**src/cce_pkg.sv**
```systemverilog
package cce_pkg;

  // Scanner modes
  typedef enum logic [2:0] {
    MODE_CODE   = 3'd0,
    MODE_SLASH  = 3'd1,
    MODE_LINE   = 3'd2,
    MODE_BLOCK  = 3'd3,
    MODE_STAR   = 3'd4,
    MODE_STRING = 3'd5,
    MODE_ESCAPE = 3'd6
  } mode_t;

  // Characters the scanner looks for
  localparam logic [7:0] CH_SLASH     = 8'h2F;
  localparam logic [7:0] CH_STAR      = 8'h2A;
  localparam logic [7:0] CH_QUOTE     = 8'h22;
  localparam logic [7:0] CH_BACKSLASH = 8'h5C;
  localparam logic [7:0] CH_LF        = 8'h0A;
  localparam logic [7:0] CH_CR        = 8'h0D;

  // Output field widths and limits
  localparam int REPORT_BITS = 24;
  localparam int COUNT_BITS  = 24;
  localparam logic [COUNT_BITS-1:0] COUNT_MAX = '1;

  // Results one byte can cause, and the output queue that absorbs them
  localparam int MAX_RES  = 3;
  localparam int Q_DEPTH  = 4;
  localparam int Q_PTR_W  = 2;
  localparam int Q_CNT_W  = 3;

  typedef struct packed {
    logic [COUNT_BITS-1:0]  count;
    logic [REPORT_BITS-1:0] line;
    logic                   last;
    logic [7:0]             data;
  } result_t;

endpackage

```
**src/cce_scanner.sv**
```systemverilog
module cce_scanner #(
  parameter int LINE_BITS = 24
) (
  input  logic                       clk,
  input  logic                       rst_n,
  input  logic                       step_i,
  input  logic [7:0]                 byte_i,
  input  logic                       eot_i,
  output cce_pkg::result_t [2:0]     res_o,
  output logic [1:0]                 res_n_o
);

  localparam logic [LINE_BITS-1:0] LINE_ONE = {{(LINE_BITS-1){1'b0}}, 1'b1};
  localparam logic [LINE_BITS-1:0] LINE_MAX = '1;

  cce_pkg::mode_t                 mode_r, mode_nxt;
  logic [LINE_BITS-1:0]           line_r, line_nxt;
  logic [LINE_BITS-1:0]           start_r, start_nxt;
  logic [LINE_BITS-1:0]           nl_r, nl_nxt;
  logic [7:0]                     hb_r, hb_nxt;
  logic                           hv_r, hv_nxt;
  logic [cce_pkg::COUNT_BITS-1:0] cnt_r, cnt_nxt;

  logic                           c1_en, c2_en, fin_en, fin_is_line;
  logic [7:0]                     c1_b, c2_b;
  logic                           line_inc, nl_inc;
  logic [LINE_BITS:0]             blk_sum;
  logic [LINE_BITS-1:0]           blk_line, fin_line;
  cce_pkg::result_t [2:0]         res;
  logic [1:0]                     n;

  // Decode the byte into content/finish operations, then apply them in order
  always_comb begin
    mode_nxt    = mode_r;
    line_nxt    = line_r;
    start_nxt   = start_r;
    nl_nxt      = nl_r;
    hb_nxt      = hb_r;
    hv_nxt      = hv_r;
    cnt_nxt     = cnt_r;
    c1_en       = 1'b0;
    c1_b        = byte_i;
    c2_en       = 1'b0;
    c2_b        = byte_i;
    fin_en      = 1'b0;
    fin_is_line = 1'b0;
    line_inc    = 1'b0;
    nl_inc      = 1'b0;
    res         = '0;
    n           = 2'd0;

    case (mode_r)
      cce_pkg::MODE_SLASH: begin
        if (byte_i == cce_pkg::CH_SLASH) begin
          mode_nxt  = cce_pkg::MODE_LINE;
          start_nxt = line_r;
        end else if (byte_i == cce_pkg::CH_STAR) begin
          mode_nxt  = cce_pkg::MODE_BLOCK;
          start_nxt = line_r;
          nl_nxt    = '0;
        end else if (byte_i == cce_pkg::CH_QUOTE) begin
          mode_nxt = cce_pkg::MODE_STRING;
        end else begin
          mode_nxt = cce_pkg::MODE_CODE;
          line_inc = (byte_i == cce_pkg::CH_LF);
        end
      end
      cce_pkg::MODE_LINE: begin
        if (byte_i == cce_pkg::CH_LF) begin
          fin_en      = 1'b1;
          fin_is_line = 1'b1;
          line_inc    = 1'b1;
          mode_nxt    = cce_pkg::MODE_CODE;
        end else if (byte_i != cce_pkg::CH_CR) begin
          c1_en = 1'b1;
        end
      end
      cce_pkg::MODE_BLOCK: begin
        if (byte_i == cce_pkg::CH_STAR) begin
          mode_nxt = cce_pkg::MODE_STAR;
        end else begin
          line_inc = (byte_i == cce_pkg::CH_LF);
          nl_inc   = (byte_i == cce_pkg::CH_LF);
          c1_en    = (byte_i != cce_pkg::CH_CR);
        end
      end
      cce_pkg::MODE_STAR: begin
        if (byte_i == cce_pkg::CH_SLASH) begin
          fin_en   = 1'b1;
          mode_nxt = cce_pkg::MODE_CODE;
        end else if (byte_i == cce_pkg::CH_STAR) begin
          c1_en = 1'b1;
          c1_b  = cce_pkg::CH_STAR;
        end else begin
          // Lone star is content, then the byte itself as block text
          c1_en    = 1'b1;
          c1_b     = cce_pkg::CH_STAR;
          line_inc = (byte_i == cce_pkg::CH_LF);
          nl_inc   = (byte_i == cce_pkg::CH_LF);
          c2_en    = (byte_i != cce_pkg::CH_CR);
          mode_nxt = cce_pkg::MODE_BLOCK;
        end
      end
      cce_pkg::MODE_STRING: begin
        if (byte_i == cce_pkg::CH_BACKSLASH) begin
          mode_nxt = cce_pkg::MODE_ESCAPE;
        end else if (byte_i == cce_pkg::CH_QUOTE) begin
          mode_nxt = cce_pkg::MODE_CODE;
        end else begin
          line_inc = (byte_i == cce_pkg::CH_LF);
        end
      end
      cce_pkg::MODE_ESCAPE: begin
        line_inc = (byte_i == cce_pkg::CH_LF);
        mode_nxt = cce_pkg::MODE_STRING;
      end
      default: begin
        if (byte_i == cce_pkg::CH_SLASH) begin
          mode_nxt = cce_pkg::MODE_SLASH;
        end else if (byte_i == cce_pkg::CH_QUOTE) begin
          mode_nxt = cce_pkg::MODE_STRING;
        end else begin
          mode_nxt = cce_pkg::MODE_CODE;
          line_inc = (byte_i == cce_pkg::CH_LF);
        end
      end
    endcase

    // Saturating line and newline counters
    if (line_inc && line_r != LINE_MAX) begin
      line_nxt = line_r + LINE_ONE;
    end
    if (nl_inc && nl_nxt != LINE_MAX) begin
      nl_nxt = nl_nxt + LINE_ONE;
    end

    // Close an open comment at end of text; a pending star is content first
    if (eot_i) begin
      if (mode_nxt == cce_pkg::MODE_LINE) begin
        fin_en      = 1'b1;
        fin_is_line = 1'b1;
      end else if (mode_nxt == cce_pkg::MODE_BLOCK || mode_nxt == cce_pkg::MODE_STAR) begin
        if (mode_nxt == cce_pkg::MODE_STAR) begin
          if (c1_en) begin
            c2_en = 1'b1;
            c2_b  = cce_pkg::CH_STAR;
          end else begin
            c1_en = 1'b1;
            c1_b  = cce_pkg::CH_STAR;
          end
        end
        fin_en = 1'b1;
      end
    end

    // Block comment line: start + newlines - 1, floored at start, saturating
    blk_sum = {1'b0, start_nxt} + {1'b0, nl_nxt} - {{LINE_BITS{1'b0}}, 1'b1};
    if (nl_nxt == '0) begin
      blk_line = start_nxt;
    end else if (blk_sum[LINE_BITS]) begin
      blk_line = LINE_MAX;
    end else begin
      blk_line = blk_sum[LINE_BITS-1:0];
    end
    fin_line = fin_is_line ? start_nxt : blk_line;

    // Apply content operations: emit the held byte, hold the new one
    if (c1_en) begin
      if (hv_nxt) begin
        res[n].data = hb_nxt;
        n = n + 2'd1;
      end
      hb_nxt = c1_b;
      hv_nxt = 1'b1;
    end
    if (c2_en) begin
      if (hv_nxt) begin
        res[n].data = hb_nxt;
        n = n + 2'd1;
      end
      hb_nxt = c2_b;
      hv_nxt = 1'b1;
    end
    if (fin_en && hv_nxt) begin
      if (cnt_nxt != cce_pkg::COUNT_MAX) begin
        cnt_nxt = cnt_nxt + cce_pkg::COUNT_BITS'(1);
      end
      res[n].data  = hb_nxt;
      res[n].last  = 1'b1;
      res[n].line  = cce_pkg::REPORT_BITS'(fin_line);
      res[n].count = cnt_nxt;
      n = n + 2'd1;
      hv_nxt = 1'b0;
    end

    // Fresh text after the final byte
    if (eot_i) begin
      mode_nxt  = cce_pkg::MODE_CODE;
      line_nxt  = LINE_ONE;
      start_nxt = '0;
      nl_nxt    = '0;
      hb_nxt    = '0;
      hv_nxt    = 1'b0;
      cnt_nxt   = '0;
    end
  end

  assign res_o   = res;
  assign res_n_o = step_i ? n : 2'd0;

  // Advance scanner state on each consumed byte
  always_ff @(posedge clk) begin
    if (!rst_n) begin
      mode_r  <= cce_pkg::MODE_CODE;
      line_r  <= LINE_ONE;
      start_r <= '0;
      nl_r    <= '0;
      hb_r    <= '0;
      hv_r    <= 1'b0;
      cnt_r   <= '0;
    end else if (step_i) begin
      mode_r  <= mode_nxt;
      line_r  <= line_nxt;
      start_r <= start_nxt;
      nl_r    <= nl_nxt;
      hb_r    <= hb_nxt;
      hv_r    <= hv_nxt;
      cnt_r   <= cnt_nxt;
    end
  end

  // A held byte exists only inside a comment
  a_held_in_comment: assert property (@(posedge clk) disable iff (!rst_n)
    hv_r |-> (mode_r == cce_pkg::MODE_LINE || mode_r == cce_pkg::MODE_BLOCK ||
              mode_r == cce_pkg::MODE_STAR))
    else $error("held byte outside a comment");

  // End of text returns the scanner to its reset state
  a_eot_resets: assert property (@(posedge clk) disable iff (!rst_n)
    (step_i && eot_i) |=> (mode_r == cce_pkg::MODE_CODE && line_r == LINE_ONE &&
                           cnt_r == '0 && !hv_r))
    else $error("scanner not reset after end of text");

  // The line counter never drops below one
  a_line_nonzero: assert property (@(posedge clk) disable iff (!rst_n)
    line_r != '0)
    else $error("line counter reached zero");

endmodule

```
**src/cce_out_queue.sv**
```systemverilog
module cce_out_queue (
  input  logic                   clk,
  input  logic                   rst_n,
  input  cce_pkg::result_t [2:0] push_i,
  input  logic [1:0]             push_n_i,
  output logic                   room_o,
  output logic                   out_tvalid,
  input  logic                   out_tready,
  output cce_pkg::result_t       head_o
);

  cce_pkg::result_t             mem_r [cce_pkg::Q_DEPTH];
  logic [cce_pkg::Q_PTR_W-1:0]  wr_r, rd_r;
  logic [cce_pkg::Q_CNT_W-1:0]  cnt_r, cnt_nxt;
  logic                         pop;

  assign pop        = out_tvalid && out_tready;
  assign out_tvalid = (cnt_r != '0);
  assign head_o     = mem_r[rd_r];
  assign room_o     = (cnt_r <= cce_pkg::Q_CNT_W'(cce_pkg::Q_DEPTH - cce_pkg::MAX_RES));
  assign cnt_nxt    = cnt_r + cce_pkg::Q_CNT_W'(push_n_i) - cce_pkg::Q_CNT_W'(pop);

  // Store up to three words per cycle at consecutive slots
  always_ff @(posedge clk) begin
    for (int i = 0; i < cce_pkg::MAX_RES; i++) begin
      if (2'(i) < push_n_i) begin
        mem_r[wr_r + cce_pkg::Q_PTR_W'(i)] <= push_i[i];
      end
    end
  end

  // Advance pointers and fill count
  always_ff @(posedge clk) begin
    if (!rst_n) begin
      wr_r  <= '0;
      rd_r  <= '0;
      cnt_r <= '0;
    end else begin
      wr_r  <= wr_r + cce_pkg::Q_PTR_W'(push_n_i);
      rd_r  <= rd_r + cce_pkg::Q_PTR_W'(pop);
      cnt_r <= cnt_nxt;
    end
  end

  // Fill count stays within the queue
  a_cnt_bound: assert property (@(posedge clk) disable iff (!rst_n)
    cnt_r <= cce_pkg::Q_CNT_W'(cce_pkg::Q_DEPTH))
    else $error("output queue over capacity");

  // Pushes only land when there is room for them
  a_no_overflow: assert property (@(posedge clk) disable iff (!rst_n)
    (push_n_i != 2'd0) |-> (cnt_r + cce_pkg::Q_CNT_W'(push_n_i)
                            <= cce_pkg::Q_CNT_W'(cce_pkg::Q_DEPTH)))
    else $error("push into a full output queue");

  // Pointer distance matches the fill count
  a_ptr_match: assert property (@(posedge clk) disable iff (!rst_n)
    (wr_r - rd_r) == cnt_r[cce_pkg::Q_PTR_W-1:0])
    else $error("queue pointers disagree with count");

endmodule

```
**src/c_comment_extractor.sv**
```systemverilog
// Channel | Dir | Handshake          | Payload
// in_     | in  | tvalid/tready      | tdata[7:0] text byte, tlast end of text
// out_    | out | tvalid/tready      | tdata comment byte/line/count, tlast last byte
//
// A byte enters the input register when accepted and is scanned from there once
// the queue has room, pushing up to three words into a four-word queue, which
// registers them for out_. A byte is scanned only while the queue holds at most
// one word, so with out_tready high the rate is one byte per cycle and a byte
// yielding two or three words stalls the next bytes until the queue holds one word.
// Reset (rst_n low, synchronous) clears mode, line to one, count and queue.
module c_comment_extractor #(
  parameter int LINE_BITS = 24
) (
  input  logic        clk,
  input  logic        rst_n,
  input  logic        in_tvalid,
  output logic        in_tready,
  input  logic [7:0]  in_tdata,   // [7:0] text_byte
  input  logic        in_tlast,   // end_of_text
  output logic        out_tvalid,
  input  logic        out_tready,
  output logic [55:0] out_tdata,  // [7:0] comment_byte, [31:8] report_line,
                                  // [55:32] comment_count
  output logic        out_tlast   // last_of_comment
);

  logic                   in_valid_r;
  logic [7:0]             in_byte_r;
  logic                   in_eot_r;
  logic                   room, step;
  cce_pkg::result_t [2:0] res;
  logic [1:0]             res_n;
  cce_pkg::result_t       head;

  assign step      = in_valid_r && room;
  assign in_tready = !in_valid_r || step;

  // Input register: load a new word when empty or when the held one is consumed
  always_ff @(posedge clk) begin
    if (!rst_n) begin
      in_valid_r <= 1'b0;
    end else if (in_tready) begin
      in_valid_r <= in_tvalid;
    end
  end

  always_ff @(posedge clk) begin
    if (in_tready && in_tvalid) begin
      in_byte_r <= in_tdata;
      in_eot_r  <= in_tlast;
    end
  end

  cce_scanner #(
    .LINE_BITS(LINE_BITS)
  ) u_scanner (
    .clk     (clk),
    .rst_n   (rst_n),
    .step_i  (step),
    .byte_i  (in_byte_r),
    .eot_i   (in_eot_r),
    .res_o   (res),
    .res_n_o (res_n)
  );

  cce_out_queue u_queue (
    .clk        (clk),
    .rst_n      (rst_n),
    .push_i     (res),
    .push_n_i   (res_n),
    .room_o     (room),
    .out_tvalid (out_tvalid),
    .out_tready (out_tready),
    .head_o     (head)
  );

  assign out_tdata = {head.count, head.line, head.data};
  assign out_tlast = head.last;

endmodule

```
**config.mk**
```make
export PLATFORM = sky130hd
export DESIGN_NAME = c_comment_extractor
export DESIGN_NICKNAME = d
export VERILOG_FILES = /design/src/cce_pkg.sv /design/src/cce_scanner.sv /design/src/cce_out_queue.sv /design/src/c_comment_extractor.sv
export SDC_FILE = /design/constraint.sdc
export NUM_CORES = 1
export LEC_CHECK = 0
export ABC_AREA = 1
export BUFFER_PORTS_ARGS = -buffer_cell sky130_fd_sc_hd__buf_2
export CAP_MARGIN = 20
export CORE_AREA = 5 5 269 271
export CTS_CLUSTER_DIAMETER = 100
export DETAILED_ROUTE_END_ITERATION = 6
export DIE_AREA = 0 0 274 276
export SYNTH_ARGS = -nofsm -noshare
export SYNTH_HDL_FRONTEND = slang
export SYNTH_HIERARCHICAL = 1
export SYNTH_SLANG_ARGS = --single-unit
```
**constraint.sdc**
```tcl
create_clock -name clk -period 7 [get_ports clk]
set_input_delay 1.4 -clock clk [delete_from_list [all_inputs] [get_ports clk]]
set_output_delay 1.4 -clock clk [all_outputs]
set_load 0.005 [all_outputs]
```
Word-level counts from Yosys, hierarchy flattened
Memories as Yosys holds them, arrays and structs flattened. A register that Yosys moved wholly into a read port is not among the register bits.
Index checks and enable logic that the tools add are counted.
{ "op_classes": {"addsub": 13, "eq_ne": 18, "n_mux": 116, "magnitude_cmp": 8, "reduce_logical": 17} }
{ "op_table": {"columns": ["cell", "count"], "rows": [
  ["$bwmux 171", 5],
  ["$demux 57 s2", 5],
  ["$mux 171", 3],
  ["$mux 24", 18],
  ["$mux 8", 19],
  ["$add 24x1->24 const B", 3],
  ["$ne 24x24->1 const B", 3],
  ["$mux 57", 1],
  ["$mux 1", 41],
  ["$mux 3", 11],
  ["$mux 33", 1],
  ["$add 24x24->25", 1],
  ["$sub 25x1->25 const B", 1],
  ["$eq 8x6->1 const B", 3],
  ["$logic_not 24->1", 1],
  ["$pmux 3 s6", 1],
  ["$eq 3x2->1 const B", 4],
  ["$eq 3x3->1 const B", 4],
  ["$mux 2", 6],
  ["$mux 9", 1],
  ["$eq 8x4->1 const B", 1],
  ["$eq 8x7->1 const B", 1],
  ["$logic_and 1x1->1", 8],
  ["$ne 8x4->1 const B", 1],
  ["20 further kinds", 29]
]} }
{ "totals": {"output_inout_bits": 59, "inputBits": 13, "word_cells": 186, "n_memories": 1, "ram_bits": 228, "register_bits": 125} }
{ "mem_list": {"columns": ["name", "depth", "word_bits", "rd", "rd_ports_with_merged_regs", "wr", "line_no", "rtl"], "rows": [
  ["u_queue.mem_r", 4, 57, 1, 1, 3, "cce_out_queue.sv:12", "cce_pkg::result_t mem_r [cce_pkg::Q_DEPTH];"]
]} }

Logic depth before layout (Yosys ltp)
Gate-level depths: netlist of run 1.
{ "depth": {"word_depth": 23, "mapped_depth": 44, "ltp_nobuf": 38} }

Cells and area by module
Netlist of run 1, hierarchy kept.
{ "by_module_without_submodules": {"columns": ["mod", "area_each_um2", "cells_per_inst", "n_inst", "seq_area_each_um2"], "rows": [
  ["cce_out_queue", 14008.4, 1859, 1, 6986.7],
  ["cce_scanner", 9773.1, 1714, 1, 2162.1],
  ["c_comment_extractor", 329.1, 18, 1, 290.3]
]} }

Worst setup path after synthesis of run 1
OpenSTA, ideal clock, no wires.
{ "synth_path": {"kind": "flip-flop to flip-flop", "startpoint": "register in_byte_r[5]", "endpoint": "memory u_queue/mem_r[1][0] (netlist bit) (enable)", "arrival_ns": 7.102, "setup_slack_ns": -0.661, "synth_period_minus_slack_ns": 7.661, "setup_time_ns": 0.559, "required_ns": 6.441, "path_buffers": 1, "stages_incl_launch_ff": 20, "cell_sequence": "edfxtp_1 > nand2_1 > nor2_2 > nand2_1 > inv_1 > nor2_1 > o21ai_0 > nor2_1 > inv_1 > nand2_1 > clkbuf_1 > inv_1 > ha_1 > nand2_1 > o21ai_0 > ha_1 > o32ai_1 > inv_1 > nand2_1 > a21boi_0"} }
{ "synth_lines": {"columns": ["element", "line_no", "rtl"], "rows": [
  ["from (decl)", "c_comment_extractor.sv:28", "logic [7:0] in_byte_r;"],
  ["from (signal assigned)", "c_comment_extractor.sv:49", "in_byte_r <= in_tdata;"],
  ["to (decl)", "cce_out_queue.sv:12", null]
]} }

==> results of run 1 <==
report_power, final:
part | internal [uW] | total (uW) | switching, uW
Combinational | 228 | 726 | 498
Sequential | 2220 | 2250 | 29.9
Clock | 1320 | 2210 | 883
metal layers:
metal  wire (um)  share of wire (%)
met3        6790                8.5
met1       35000                 44
met5          13              0.016
met4        2380                3.0
met2       35400                 45
placed cells by master, fill, tap and decap left out, types with 71 or more instances in the layout:
cell type	synthesis	routed
inv_1	396	393
edfxtp_1	237	237
nand3_1	347	344
nor2_1	415	414
o21ai_0	294	293
dfxtp_1	116	114
a21oi_1	128	127
o22ai_1	85	85
nand2_1	1054	1044
buf_2	60	71
cells in the mapped netlist, types with 11 or more instances:
library cell and instances:
nor3_1 27, o21a_1 11, xnor2_1 28, dfxtp_1 116
xor2_1 27, o21ai_1 66, inv_1 396, buf_2 60
nand2_1 1054, nor2_1 415, edfxtp_1 237, clkbuf_1 116
o21ai_0 294, o22ai_1 85, buf_1 16, nand3_1 347
a21oi_1 128, ha_1 45, nand4_1 27
path summary, 6_finish.rpt:
| kind | end | slack (ns) | cells after the start |
|---|---|---|---|
| worst max-delay path | u_queue/mem_r[0][12]$_DFFE_PP_ | 0.78 | 40 |
| worst min-delay path | u_scanner/start_r[23]$_SDFFE_PN0P_ | 0.47 | 2 |
| worst max register to register | u_queue/mem_r[0][12]$_DFFE_PP_ | 0.78 | 40 |
| worst min register to register | u_scanner/start_r[23]$_SDFFE_PN0P_ | 0.47 | 2 |
timing repair:
item / in CTS / in global routing
hold buffers: 0 / 0
setup endpoints to repair: 0 / 50
setup buffers: 0 / 0
resized for setup: 0 / 2
critical path: cells and delay by family, from the launching register on:
kind | cells | cell delay, ns
flops | 1 | 0.44
fa+ha+maj | 3 | 0.76
compound gates | 6 | 1.02
buf+inv | 8 | 1.05
simple gates | 23 | 2.66
layout make-up:
cell class | count | area [um^2]
antenna | 3 | 7.51
clock buffer | 55 | 1140
clock inverter | 18 | 215
fill | 7241 | 42800
inverter | 403 | 1510
multi-input combinational | 2635 | 12400
sequential | 353 | 9440
tap | 940 | 1180
timing repair buffer | 121 | 793
flip-flops by register name, summed over array words and instances (netlist names):
register / cells
in_eot_r: 1
u_scanner/start_r: 24
u_queue/mem_r: 228
u_scanner/hv_r: 1
in_valid_r: 1
u_queue/cnt_r: 3
u_scanner/mode_r: 3
in_byte_r: 8
u_queue/wr_r: 2
u_scanner/nl_r: 24
u_queue/rd_r: 2
u_scanner/line_r: 24
u_scanner/cnt_r: 24
u_scanner/hb_r: 8
cell families after synthesis:
family / share of synthesized area (%)
adder cells (fa/ha/maj): 2.50
flip-flops: 39.1
AO/OA/AOI/OAI: 13.5
AND/OR/NAND/NOR: 32.9
buffers and inverters: 9.92
XOR/XNOR: 2.00
stage by stage:
stage,area [um^2],instances,hold slack [ns]
after CTS,26700,4525,0.465
after detailed placement,25300,4452,0.456
after floorplan,24100,3591,0.445
final,26700,4528,0.465
after global placement,25300,4452,0.453
after global routing,26700,4525,0.485
==> metrics.txt, run 1 <==
CP max stage cell=edfxtp_1; initial antenna violation count=4; Placer Congestion=0.923; Worst setup SP type=flop; Syn Nets=3,651; Peak supply drop=0.192 mV; Die Width=274 um; first-pass GRT wire length=125,000 um; final-report setup violation count=0; top_reg_cell synth=edfxtp_1; root buffer cell=clkbuf_16; via count=23.6k; CTS tree=done; top cells by area, synth=edfxtp_1, nand2_1, dfxtp_1; Final min period=6.22 ns; vias in the first global route=22.0k; Nets=3,614; share of cells above drive strength 1=6.83%; largest net degree at the start of global routing=86; Synth cell types=53; clk sinks=353; Die Y=276 um; die area=75,600 um^2; EDFF count, synth=237; met3 usage=3.20%; Num CTS Buffers=40; Worst-Margin Slew=1.07 ns; post-synthesis cell area=24,100 um^2; total gr overflow=0; # IOs=72; clock transition at the registers of the reported paths=0.06 ns; GRT Resource Usage Total=20.5%; Hold Crit Class=flop to flop; remaining antenna violation count=0; Hold Path Origin=u_scanner/start_r[23]$_SDFFE_PN0P_; clk_lat worst skew=0.57 ns; worst r2r src=in_byte_r[0]$_DFFE_PP_; Final WS setup=0.775 ns; DP Worst Slack=0.679 ns; DRC=0; final core occ=38.4%; RSZ-0062 raised after global routing=no; Yosys Warn Count=6; Pwr per Cell Area=194 nW/um^2; top fanout value on the critical path=25; Global Route met1 Usage=28.4%; Tot Pwr=5180 uW; Yosys top cell area share=29.5%; starting density of the core=34.7%; CP max stage delay=0.44 ns; Post-Route Skew=0.0169 ns; Synth Register Bits=353; core area=69,500 um^2; Worst path most repeated cell=nand2_1; setup tns final=0 ns; met2 Use GR=32.8%; GRT busiest layer=met2; htree depth=2; Setup CP Type=flop to flop; Pleak=0.0115 uW; wire per inst=17.6 um; Setup crit end kind=flop; post-detail-place hpwl=49,200 um; placement row count=97; Async S/R FF share, synth=0%; Synth area leader=edfxtp_1; WL final=79,600 um; Mapped Cells=3,591; Fin. Hold Viols=0; Slew Limit Headroom=28.3%; Crit. Startpoint=in_byte_r[0]$_DFFE_PP_; I/O Buffers=71; drt initial violations=1,998; area grow syn2layout=10.8%; drt pass-1 iters=6; worst endpoint required time=7.29 ns; final count of pins violating max slew=0; CP Data Arrival Time=6.51 ns; max cap viols=0; status=finished, final reports clean; Fmax=161 MHz; Longest Clk Path Bufs=3; Via density=5.21; synthesized area per cell=6.71 um^2; fin crit share=88.9%; Seq/Total Area, Yosys=39.1%
Note: power is estimated with default switching activity, not from simulation.
==> inputs of run 2 (changes only) <==
--- a/config.mk
+++ b/config.mk
@@ -12,6 +12,8 @@
 export CTS_CLUSTER_DIAMETER = 100
 export DETAILED_ROUTE_END_ITERATION = 6
 export DIE_AREA = 0 0 274 276
+export PLACE_DENSITY = 0.5
+export RECOVER_POWER = 50
 export SYNTH_ARGS = -nofsm -noshare
 export SYNTH_HDL_FRONTEND = slang
 export SYNTH_HIERARCHICAL = 1
==> metrics.txt, run 2 (synthesis gave the netlist of run 1 again) <==
post-CTS setup buffers=0; Die Y=276 um; # IOs=72; post-detail-place hpwl=52,100 um; Peak supply drop=0.145 mV; GRT Resource Usage Total=21.5%; Sw Share=28.7%; RSZ-0062 raised after global routing=no; commonest non-fill, non-tap cells in the layout=nand2_1, nor2_1, inv_1, nand3_1, o21ai_0; Num CTS Buffers=43; wire per inst=18.6 um; I/O Buffers=71; Fin. Hold Viols=0; max reg flops=228; sequential power share=44.2%; failing checks=max-capacitance violations, max-slew violations; drt pass-1 iters=6; Via density=5.16; fin crit share=91.0%; Pleak=0.0113 uW; setup tns final=0 ns; largest reg by FF count=u_queue/mem_r; drt initial violations=1,690; first-pass GRT wire length=129,000 um; final count of pins violating max slew=352; Worst setup SP type=flop; clk sinks=353; worst endpoint required time=7.14 ns; core area=69,500 um^2; Slew Limit Headroom=-123%; largest net degree at the start of global routing=63; top fanout value on the critical path=57; CTS tree=done; Pint=3620 uW; starting density of the core=34.7%; DRC=0; placement row count=97; clock transition at the registers of the reported paths=0.06 ns; most common cell after layout, fill and taps aside=nand2_1; Die Width=274 um; max cap viols=7; Placer Congestion=0.865; share of cells above drive strength 1=4.91%; FILL cells=7,524; CP Data Arrival Time=6.51 ns; status=finished, violations left; initial antenna violation count=2; Setup crit end kind=flop; Pwr per Cell Area=191 nW/um^2; part of the power in combinational logic=13.9%; worst hold margin=0.466 ns; Fmax=157 MHz; total gr overflow=0; clk_lat worst skew=0.58 ns; Post-Route Skew=0.0260 ns; Hold Crit Class=flop to flop; final-report setup violation count=0; die area=75,600 um^2; Clock power frac=41.8%; root buffer cell=clkbuf_16; Setup CP Type=flop to flop; Nets=3,613; vias in the first global route=22.0k; Longest Clk Path Bufs=3; WL final=84,100 um; remaining antenna violation count=0; Final min period=6.37 ns; Worst-Margin Slew=3.34 ns; via count=23.4k; htree depth=2; antenna fix cells=0; area grow syn2layout=9.91%; P_sw=1460 uW
-- run 2: changes by cell type in the layout (fill, tap and decap cells not counted), sizes merged --
cell / previous run / this run
bufinv: 5 / 0
clkbuf: 55 / 130
clkinvlp: 0 / 2
buf: 121 / 47
diode: 3 / 0
clkinv: 14 / 19
-- run 2: final timing paths --
kind / start / endpoint / slack (ns) / cells after the start
hold reg to reg: u_scanner/hb_r[7]$_SDFFE_PN0P_ / u_scanner/hb_r[7]$_SDFFE_PN0P_ / 0.47 / 2
setup / recovery: in_byte_r[3]$_DFFE_PP_ / u_queue/mem_r[0][14]$_DFFE_PP_ / 0.63 / 22
hold / removal: u_scanner/hb_r[7]$_SDFFE_PN0P_ / u_scanner/hb_r[7]$_SDFFE_PN0P_ / 0.47 / 2
setup reg to reg: in_byte_r[3]$_DFFE_PP_ / u_queue/mem_r[0][14]$_DFFE_PP_ / 0.63 / 22
-- run 2: through the flow --
step | area [um^2] | cells | setup slack, ns | total power, uW | util [%]
6_report | 26500 | 4528 | 0.632 | 5070 | 38.1
2_1_floorplan | 24100 | 3591 | 0.778 | 2690 | -
3_3_place_gp | 25300 | 4447 | 0.754 | 3030 | 36.4
5_1_grt | 26500 | 4528 | 0.0206 | 5300 | 38.1
4_1_cts | 26700 | 4527 | 0.541 | 5170 | 38.3
3_5_place_dp | 25300 | 4447 | 0.562 | 3030 | 36.4
-- run 2: power by group through the flow --
| stage | Combinational, uW | Sequential, uW | Clock, uW |
|---|---|---|---|
| floorplan | 424 | 2270 | 0 |
| global placement | 738 | 2290 | 0 |
| detailed placement | 742 | 2290 | 0 |
| CTS | 744 | 2240 | 2180 |
| global route | 793 | 2250 | 2260 |
| finish | 707 | 2240 | 2120 |
-- run 2: per-layer routing --
metal  global-route usage [%]  vias up  wire [um]
li1                         -    11700          -
met1                     32.4    10800      40600
met2                     32.9      754      36200
met4                     4.66        0       1510
met5                        0        -          0
met3                     2.84      121       5800
-- run 2: what timing repair did --
action                                  4_1_cts  5_1_grt
gates resized for setup                       0        2
hold buffers                                  0        0
endpoints found under the setup margin        0       28
endpoints found under the hold margin         0        0
-- run 2: final cells by class --
cell class / count / area, um^2 / share of cell area, %
Inverter: 403 / 1510 / 5.71
Multi-Input combinational cell: 2635 / 12400 / 46.8
Tap cell: 940 / 1180 / 4.44
Sequential cell: 353 / 9440 / 35.6
Timing Repair Buffer: 117 / 646 / 2.44
Clock inverter: 20 / 111 / 0.420
Clock buffer: 60 / 1200 / 4.53
-- run 2: worst max-delay path, stage by stage (launching register included) --
cell and delay, ns:
edfxtp_1 0.46, nand2_1 0.12, nor3_1 0.06, nand2_1 0.10
inv_1 0.07, nor2_1 0.34, o21ai_0 0.18, nor2_1 0.15
inv_1 0.07, nand2_1 0.41, inv_1 0.09, ha_1 0.24
nand3_1 0.12, nand2_1 0.15, inv_1 0.25, nand2_1 0.08
o32ai_1 0.15, clkbuf_1 0.37, nand2_1 0.26, nor2_4 0.17
nand2_4 0.26, nand3_4 0.13, clkbuf_2 1.57
==> inputs of run 3 (changes only) <==
--- a/config.mk
+++ b/config.mk
@@ -8,10 +8,10 @@
 export ABC_AREA = 1
 export BUFFER_PORTS_ARGS = -buffer_cell sky130_fd_sc_hd__buf_2
 export CAP_MARGIN = 20
-export CORE_AREA = 5 5 269 271
+export CORE_AREA = 2 2 266 268
 export CTS_CLUSTER_DIAMETER = 100
 export DETAILED_ROUTE_END_ITERATION = 6
-export DIE_AREA = 0 0 274 276
+export DIE_AREA = 0 0 268 270
 export PLACE_DENSITY = 0.5
 export RECOVER_POWER = 50
 export SYNTH_ARGS = -nofsm -noshare
==> metrics.txt, run 3 (synthesis gave the netlist of run 1 again) <==
top fanout value on the critical path=27; WHS Path Cells=2; final-report setup violation count=0; most common cell after layout, fill and taps aside=nand2_1; Crit. Startpoint=in_byte_r[2]$_DFFE_PP_; Setup crit end kind=flop; sequential power share=43.9%; part of the power in combinational logic=14.0%; placement row count=97; worst endpoint required time=7.19 ns; Hold Crit Class=flop to flop; core area=69,500 um^2; Num CTS Buffers=44; clk sinks=353; largest net degree at the start of global routing=86; hold_buf cts=0; Reg2Reg Setup Slack=0.56 ns; setup tns final=0 ns; starting density of the core=34.7%; Post-Route Skew=0.0242 ns; Top Layer Used=met4; wire per inst=18.5 um; initial antenna violation count=1; Fmax=155 MHz; Worst-Margin Slew=4.68 ns; via count=23.4k; Via density=5.16; area grow syn2layout=10.3%; Setup CP Type=flop to flop; Critical R2R Capture=u_queue/mem_r[1][11]$_DFFE_PP_; final count of pins violating max slew=262; first-pass GRT wire length=131,000 um; Die Y=270 um; P_sw=1470 uW; worst hold margin=0.465 ns; Worst setup SP type=flop; WL final=84,000 um; # IOs=72; vias in the first global route=22.1k; Sw Share=28.7%; Placer Congestion=0.875; Longest Clk Path Bufs=3; met1 wire length=39,900 um; Slew Limit Headroom=-212%; clock transition at the registers of the reported paths=0.05 ns; met3 routed WL=5830 um; drt initial violations=2,303; root buffer cell=clkbuf_16; fin crit share=92.1%; Pwr per Cell Area=192 nW/um^2; post-detail-place hpwl=51,000 um; max reg flops=228; largest reg by FF count=u_queue/mem_r; Peak supply drop=0.160 mV; remaining antenna violation count=0; antenna fix cells=0; crit path to=u_queue/mem_r[1][11]$_DFFE_PP_; failing checks=max-capacitance violations, max-slew violations; Fin. Hold Viols=0; worst r2r src=in_byte_r[2]$_DFFE_PP_; Final min period=6.44 ns; CP Data Arrival Time=6.64 ns; CTS tree=done; WL met2=36,900 um; Reg2Reg Depth=21; max cap viols=6; Nets=3,616; clk_lat worst skew=0.59 ns; status=finished, violations left; drt pass-1 iters=5; Die Width=268 um; RSZ-0062 raised after global routing=no; die area=72,400 um^2; commonest non-fill, non-tap cells in the layout=nand2_1, nor2_1, inv_1, nand3_1, o21ai_0; share of cells above drive strength 1=4.96%; Pint=3650 uW; FILL cells=7,394; GRT Resource Usage Total=23.3%; htree depth=2; Clock power frac=42.0%; Pleak=0.0113 uW; I/O Buffers=71; total gr overflow=0; DRC=0
## run 3: cell count changes in the layout (fill, tap and decap cells not counted), moves of 2 or more
cell / before / now
clkbuf_2: 6 / 10
clkbuf_8: 4 / 2
clkinv_2: 12 / 10
buf_4: 26 / 29
buf_2: 16 / 10
o21ai_1: 65 / 58
clkbuf_16: 44 / 46
clkinv_1: 6 / 13
clkinvlp_4: 1 / 3
o21ai_0: 294 / 301
clkbuf_1: 76 / 70
## run 3: cell type report
type | instances | area [um^2] | area share (%)
clock inverters | 24 | 125 | 0.471
well taps | 940 | 1180 | 4.42
inverters | 403 | 1510 | 5.70
flip-flops and latches | 353 | 9440 | 35.5
multi-input cells | 2635 | 12400 | 46.7
repair buffers | 119 | 706 | 2.65
clock buffers | 57 | 1210 | 4.56
## run 3: worst min-delay path by stage
| stage | slack (ns) | start | endpoint |
|---|---|---|---|
| finish | 0.46 | u_scanner/start_r[22]$_SDFFE_PN0P_ | u_scanner/start_r[22]$_SDFFE_PN0P_ |
| global route | 0.49 | u_scanner/start_r[21]$_SDFFE_PN0P_ | u_scanner/start_r[21]$_SDFFE_PN0P_ |
| CTS | 0.47 | u_scanner/nl_r[23]$_SDFFE_PN0P_ | u_scanner/nl_r[23]$_SDFFE_PN0P_ |
| detailed placement | 0.46 | u_scanner/nl_r[23]$_SDFFE_PN0P_ | u_scanner/nl_r[23]$_SDFFE_PN0P_ |
| global placement | 0.45 | u_scanner/nl_r[23]$_SDFFE_PN0P_ | u_scanner/nl_r[23]$_SDFFE_PN0P_ |
| floorplan | 0.45 | u_scanner/hb_r[0]$_SDFFE_PN0P_ | u_scanner/hb_r[0]$_SDFFE_PN0P_ |
## run 3: routing by layer
metal	track usage, %	up-vias
met4	5.07	0
met5	0	-
met2	36.5	722
met3	3.10	89
met1	34.0	10900
li1	-	11700
## run 3: power groups by stage
| stage | sequential, uW | clock, uW | combinational, uW |
|---|---|---|---|
| 3_5_place_dp | 2290 | 0 | 758 |
| 2_1_floorplan | 2270 | 0 | 424 |
| 6_report | 2250 | 2150 | 718 |
| 4_1_cts | 2240 | 2210 | 761 |
| 3_3_place_gp | 2290 | 0 | 746 |
| 5_1_grt | 2250 | 2280 | 801 |
## run 3: worst max-delay path, cell delays in order (launching register included)
cell	delay (ns)
edfxtp_1	0.46
nand2_1	0.12
nor3_1	0.07
nand2_1	0.12
inv_1	0.08
nor2_1	0.38
o21ai_0	0.22
nor2_1	0.15
inv_1	0.06
nand2_1	0.42
inv_1	0.09
ha_1	0.24
nand3_1	0.13
nand2_1	0.15
inv_1	0.25
nand2_1	0.09
o32ai_1	0.13
clkbuf_1	0.33
inv_1	0.11
nand2_1	0.08
a21boi_1	1.31
clkbuf_2	0.99
## run 3: timing repair
action / in CTS / in global routing
resized for setup: 0 / 5
setup buffers: 0 / 0
endpoints found under the setup margin: 0 / 67
## run 3: through the flow
stage               cells  cell area [um^2]  utilization [%]  worst slack [ns]  power (uW)
floorplan            3591             24100                -             0.778        2690
global placement     4448             25300             36.4             0.755        3030
detailed placement   4450             25400             36.5             0.548        3050
CTS                  4531             26700             38.4             0.499        5210
global route         4531             26600             38.2            0.0620        5330
finish               4531             26600             38.2             0.555        5110
